File: src/rtl/tllc_pkg.sv
// ----------------------------------------------------------------------------
// tllc_pkg: shared types of the two-level cache tag model
// Controller states, command and status bundles, register indexes.
// ----------------------------------------------------------------------------
`default_nettype none

package tllc_pkg;

    typedef enum logic [3:0] {
        ST_IDLE,
        ST_RD_MAIN,
        ST_LOOK,
        ST_RD_BI,
        ST_BI,
        ST_RD_FILL,
        ST_FILL,
        ST_RD_WB,
        ST_WB,
        ST_FINISH
    } state_t;

    typedef enum logic [2:0] {
        REG_BLOCK_SIZE_LOG2 = 3'd0,
        REG_L1_SIZE_LOG2    = 3'd1,
        REG_L1_WAYS_LOG2    = 3'd2,
        REG_L2_SIZE_LOG2    = 3'd3,
        REG_L2_WAYS_LOG2    = 3'd4,
        REG_WRITE_ALLOCATE  = 3'd5
    } reg_idx_t;

    typedef struct packed {
        logic latch;
        logic rd_main;
        logic look;
        logic rd_bi;
        logic bi;
        logic rd_fill;
        logic fill;
        logic rd_wb;
        logic wb;
        logic load_out;
    } cmd_t;

    typedef struct packed {
        logic l1_hit;
        logic l2_hit;
        logic alloc;
        logic l2_victim_valid;
        logic l1_victim_dirty;
    } status_t;

endpackage

`default_nettype wire

File: src/rtl/tllc_ctrl.sv
// ----------------------------------------------------------------------------
// tllc_ctrl: access sequencer
// Steps one access through lookup, back-invalidate, fill and write-back.
// ----------------------------------------------------------------------------
`default_nettype none

module tllc_ctrl (
    input  wire logic              clk,
    input  wire logic              rst_n,
    input  wire logic              in_valid,
    output logic                   in_stall,
    output logic                   out_valid,
    input  wire logic              out_stall,
    input  wire tllc_pkg::status_t st,
    output tllc_pkg::cmd_t         cmd
);
    import tllc_pkg::*;

    state_t state_reg, state_next;
    logic   out_valid_reg, out_valid_next;
    logic   out_busy;

    assign out_busy  = out_valid_reg && out_stall;
    assign in_stall  = (state_reg != ST_IDLE);
    assign out_valid = out_valid_reg;

    always_comb
    begin
        state_next = state_reg;
        case (state_reg)
            ST_IDLE:    if (in_valid) state_next = ST_RD_MAIN;
            ST_RD_MAIN: state_next = ST_LOOK;
            ST_LOOK:
            begin
                if (st.l1_hit)
                    state_next = ST_FINISH;
                else if (st.l2_hit)
                    state_next = st.alloc ? ST_RD_FILL : ST_FINISH;
                else if (!st.alloc)
                    state_next = ST_FINISH;
                else
                    state_next = st.l2_victim_valid ? ST_RD_BI : ST_RD_FILL;
            end
            ST_RD_BI:   state_next = ST_BI;
            ST_BI:      state_next = ST_RD_FILL;
            ST_RD_FILL: state_next = ST_FILL;
            ST_FILL:    state_next = st.l1_victim_dirty ? ST_RD_WB : ST_FINISH;
            ST_RD_WB:   state_next = ST_WB;
            ST_WB:      state_next = ST_FINISH;
            ST_FINISH:  if (!out_busy) state_next = ST_IDLE;
            default:    state_next = ST_IDLE;
        endcase
    end

    always_comb
    begin
        cmd          = '0;
        cmd.latch    = (state_reg == ST_IDLE) && in_valid;
        cmd.rd_main  = (state_reg == ST_RD_MAIN);
        cmd.look     = (state_reg == ST_LOOK);
        cmd.rd_bi    = (state_reg == ST_RD_BI);
        cmd.bi       = (state_reg == ST_BI);
        cmd.rd_fill  = (state_reg == ST_RD_FILL);
        cmd.fill     = (state_reg == ST_FILL);
        cmd.rd_wb    = (state_reg == ST_RD_WB);
        cmd.wb       = (state_reg == ST_WB);
        cmd.load_out = (state_reg == ST_FINISH) && !out_busy;
    end

    always_comb
    begin
        out_valid_next = out_valid_reg;
        if (cmd.load_out)
            out_valid_next = 1'b1;
        else if (out_valid_reg && !out_stall)
            out_valid_next = 1'b0;
    end

    always_ff @(posedge clk or negedge rst_n)
    begin
        if (!rst_n)
        begin
            state_reg     <= ST_IDLE;
            out_valid_reg <= 1'b0;
        end
        else
        begin
            state_reg     <= state_next;
            out_valid_reg <= out_valid_next;
        end
    end

    a_look_after_read: assert property (@(posedge clk) disable iff (!rst_n)
        (state_reg == ST_LOOK) |-> ($past(state_reg) == ST_RD_MAIN))
        else $error("lookup without row read");

    a_wb_after_read: assert property (@(posedge clk) disable iff (!rst_n)
        (state_reg == ST_WB) |-> ($past(state_reg) == ST_RD_WB))
        else $error("write-back without row read");

    a_finish_loads: assert property (@(posedge clk) disable iff (!rst_n)
        (state_reg == ST_FINISH && !out_busy) |=> out_valid_reg)
        else $error("result not presented");

endmodule

`default_nettype wire

File: config.mk
export PLATFORM = sky130hd
export DESIGN_NAME = tllc_ctrl
export DESIGN_NICKNAME = d
export VERILOG_FILES = /design/src/rtl/tllc_pkg.sv /design/src/rtl/tllc_ctrl.sv
export SDC_FILE = /design/constraint.sdc
export NUM_CORES = 1
export LEC_CHECK = 0
export BUFFER_PORTS_ARGS = -buffer_cell sky130_fd_sc_hd__buf_2
export CAP_MARGIN = 15
export CORE_MARGIN = 4
export CORE_UTILIZATION = 30
export DETAILED_ROUTE_END_ITERATION = 16
export HOLD_SLACK_MARGIN = 0.03
export SLEW_MARGIN = 20
export SYNTH_ARGS = -nofsm -noshare
export SYNTH_HDL_FRONTEND = slang
export SYNTH_SLANG_ARGS = --single-unit
File: constraint.sdc
create_clock -name clk -period 2.95 [get_ports clk]
set_input_delay 0.295 -clock clk [delete_from_list [all_inputs] [get_ports clk]]
set_output_delay 0.295 -clock clk [all_outputs]
set_load 0.02 [all_outputs]
======== Word-level counts from Yosys, hierarchy flattened ========
Cells that the tools add are included.
storage, ports and cells
  input port bits ......................... 9
  flip-flop bits (word level) ............. 5
  output and inout bits ................... 12
  logic and storage cells ................. 34
cells by class
  multiplexer cells ....................... 11
  reduce and logical (&&, ||, !) cells .... 10
  equality and inequality tests ........... 11
operator list
  cell                                                              number
  4-bit case mux with 10 select lines                               1
  4-bit 2-to-1 mux                                                  7
  4-bit by 3-bit == test with 1-bit output (second input constant)  4
  4-bit by 2-bit == test with 1-bit output (second input constant)  2
  4-bit == test (second input constant)                             2
  4-bit by 1-bit == test with 1-bit output (second input constant)  1
  1-bit logical AND                                                 4
  4-bit zero test                                                   1
  2-bit != test (second input constant)                             2
  4-bit nonzero test                                                1
  3-bit 2-to-1 mux                                                  1
  1-bit zero test                                                   2
  1-bit 2-to-1 mux                                                  2
  2-bit AND reduction                                               1
  2-bit nonzero test                                                1

======== Depth between registers and ports, before layout ========
  depth after elaboration ................. 5
  depth in mapped cells ................... 4
  depth with buffers taken out ............ 3

======== Worst setup path before layout ========
Ideal clock, no wire load.
  kind .................................... register to output
  start point ............................. reg state_reg[1]
  end point ............................... out cmd[1] (netlist name)
  stages on the path, launching flop included .. 3
  arrival ................................. 1.295 ns
  data required time ...................... 2.655 ns
  path slack .............................. 1.360 ns
  cells stage by stage .................... dfrtp_1 buf_6 nor4b_1
RTL lines
  what                    RTL line         RTL
  start, declared         tllc_ctrl.sv:19  state_t state_reg, state_next;
  start signal, assigned  tllc_ctrl.sv:88  state_reg <= state_next;
  end, declared           tllc_ctrl.sv:15  output tllc_pkg::cmd_t cmd

==> flow_summary_export.csv <==
group,metric,value,unit
layout,final_nets,80,
clock_tree,cts_tree,"built",
floorplan,initial_core_util,32.8,%
sta,setup_viol,0,
logic_synthesis,synthTopCellsByArea,"dfrtp_1, buf_6, nor4b_4",
worst_setup_path,worst_ep_required_time,2.65,ns
worst_setup_path,worstSetupEndpointType,"primary output",
status,status,"complete, no violations",
logic_synthesis,synth_top_area_cell,"dfrtp_1",
placed_design,dp_hpwl,735,um
min_path,worstHoldStart,"out_stall",
sta,period_minus_slack,1.77,ns
global_routing,grt_use_total,11.8,%
power,p_per_area,969,nW/um^2
power,ir_worst_vdd,555,uV
logic_synthesis,synth_top_area_share,28.6,%
sta,rsz0062_at_grt,"false",
sta,fmax,564,MHz
detailed_routing,ant_nets,0,
min_path,hold_class,"in2reg",
logic_synthesis,synth_area,438,um^2
sta,worstMarginPinSlew,0.470,ns
floorplan,dieHeight,46.2,um
floorplan,die_width,46.2,um
floorplan,num_rows,13,
worst_setup_path,crit_arrival,1.48,ns
layout,final_cells,85,
clock_tree,clk_latency,0.25,ns
worst_setup_path,worstPathMaxFanout,10,
sta,final_hold_viol_count,0,
clock_tree,cts_root_buf,"clkbuf_4",
worst_setup_path,start_kind,"flop",
logic_synthesis,syn_inst,50,
detailed_routing,drc,0,
layout,drive_gt1_share,38.6,%
detailed_routing,wirelength,1000,um
sta,slew_viol_final,0,
floorplan,core_area,1330,um^2
worst_setup_path,crit_type,"reg2out",
clock_tree,cts-buffers-inserted,3,
clock_tree,cts_resized,0,
worst_setup_path,cpMaxStageDelayCell,"dfrtp_1",
detailed_routing,drtIter0Drc,8,
placed_design,routabilityCongestion,0.708,
worst_setup_path,cp-startpoint,"state_reg[2]",
sta,skew,0.00238,ns
placed_design,port_buffers,20,
clock_tree,post_cts_buffers,0,
sta,timing.max_slew.rel_slack,68.7,%
clock_tree,h-tree-depth,1,
clock_tree,cts.hold.buffers_added,1,
flow_run,cap_violations,0,
worst_setup_path,slowest_delay,0.58,ns
clock_tree,cts_buffer_depth,2,
power,p_leak,0.279,nW
logic_synthesis,synth_fp_nets,59,
logic_synthesis,ys_seq_area_share,28.6,%
logic_synthesis,ys_warn_count,0,
sta,setup_tns,0,ns
detailed_routing,wl_per_cell,11.8,um
global_routing,overflow,0,
global_routing,grt_pass1_vias,387,
detailed_routing,drtPass1Iterations,4,
placed_design,dp.cells,80,
layout,n_antenna_cell,0,
logic_synthesis,synth_seq_cells,5,
logic_synthesis,syn_avg_cell_area,8.76,um^2
floorplan,die_area,2130,um^2
logic_synthesis,synthArstFlopShare,100,%
global_routing,antenna_found_initial,0,
layout,largest_register_ffs,4,
logic_synthesis,synth_edf_count,0,
logic_synthesis,synth.distinct_cells,24,
layout,area_delta_synth_final,24.9,%
worst_setup_path,worstPathCellList,"nand2b_1 > nor3_1 > buf_2",
global_routing,grt_max_degree,14,
worst_setup_path,rr_startpoint,"state_reg[2]",
logic_synthesis,synth-main-ff-cell,"dfrtp_1",
sta,finalCritPeriodShare,60.1,%
detailed_routing,num_vias,418,
clock_tree,path_clk_slew,0.05,ns
detailed_routing,viasPerCell,4.92,
global_routing,grt_pass1_wl,1730,um
clock_tree,cts.sinks,5,
floorplan,io_pins,21,
-- kinds of logic after synthesis --
family / count (synthesis) / synth area share [%]
AND/OR/NAND/NOR: 33 / 49.4
flip-flops: 5 / 28.6
buffers and inverters: 6 / 11.4
AO/OA/AOI/OAI: 6 / 10.6
-- layout make-up --
class,count,area [um^2]
inverters,1,3.75
well taps,15,18.8
multi-input cells,39,263
fillers,144,787
repair buffers,21,110
clock buffers,4,26.3
flip-flops and latches,5,125
-- worst paths after layout --
check                               endpoint  slack [ns]  cells past startpoint
worst max-delay path                  cmd[5]        1.18                      3
worst min-delay path               out_valid        0.32                      3
worst max register to register  state_reg[3]        1.58                      3
worst min register to register     out_valid        0.55                      2
max in group asynchronous       state_reg[3]        2.43                      2
min in group asynchronous          out_valid        0.39                      2
-- cell usage in the layout (no fill, tap or decap) --
master         instances
o32ai_1                1
nor4b_4                1
a22oi_2                1
a21o_1                 2
nand3_1                1
nor2_1                 6
nor4b_1                1
a21oi_1                1
nor3_1                 3
or3_1                  1
nor2b_1                3
nand2_1                5
or2b_1                 1
clkbuf_1               1
nand2b_1               3
dlygate4sd3_1          1
and3_1                 1
buf_2                 20
nand4bb_1              2
clkbuf_4               3
o21ai_1                1
nand3b_1               3
dfrtp_1                5
nor3_2                 2
inv_1                  1
-- critical path: cells and delay by family, from the launching register on --
family	cells	cell delay, ns
and+or+nand+nor	2	0.45
buffers and inverters	1	0.20
DFF	1	0.58
-- cells in the mapped netlist, types with 2 or more instances --
cell / count
a21o_1: 2
buf_6: 3
dfrtp_1: 5
nand2_1: 5
nand2b_1: 3
nand3b_1: 3
nand4bb_1: 2
nor2_1: 6
nor2b_1: 3
nor3_1: 3
nor3_2: 2
-- report_power, final --
part	switching [mW]	internal (mW)	leakage [nW]
Sequential	0.0812	0.0946	0.0659
Clock	0.0318	0.0514	0.0150
Combinational	0.149	0.123	0.198
-- layer usage --
layer / track usage (%) / vias to the layer above / share of wire, %
li1: - / 216 / -
met1: 14.7 / 185 / 45
met2: 17.0 / 17 / 47
met3: 3.52 / 0 / 8.0
met4: 8.52 / 0 / 0
met5: 0 / - / 0
-- per-stage QoR --
stage	utilization [%]	setup WS [ns]	power (mW)	hold slack, ns	cell area (um^2)
2_1_floorplan	-	1.36	0.404	-0.000591	438
3_3_place_gp	38.3	1.44	0.448	0.116	510
3_5_place_dp	38.3	1.44	0.450	0.123	510
4_1_cts	41.0	1.17	0.539	0.312	547
5_1_grt	41.0	1.05	0.588	0.343	547
6_report	41.0	1.18	0.530	0.320	547
Note: power is estimated with default switching activity, not from simulation.
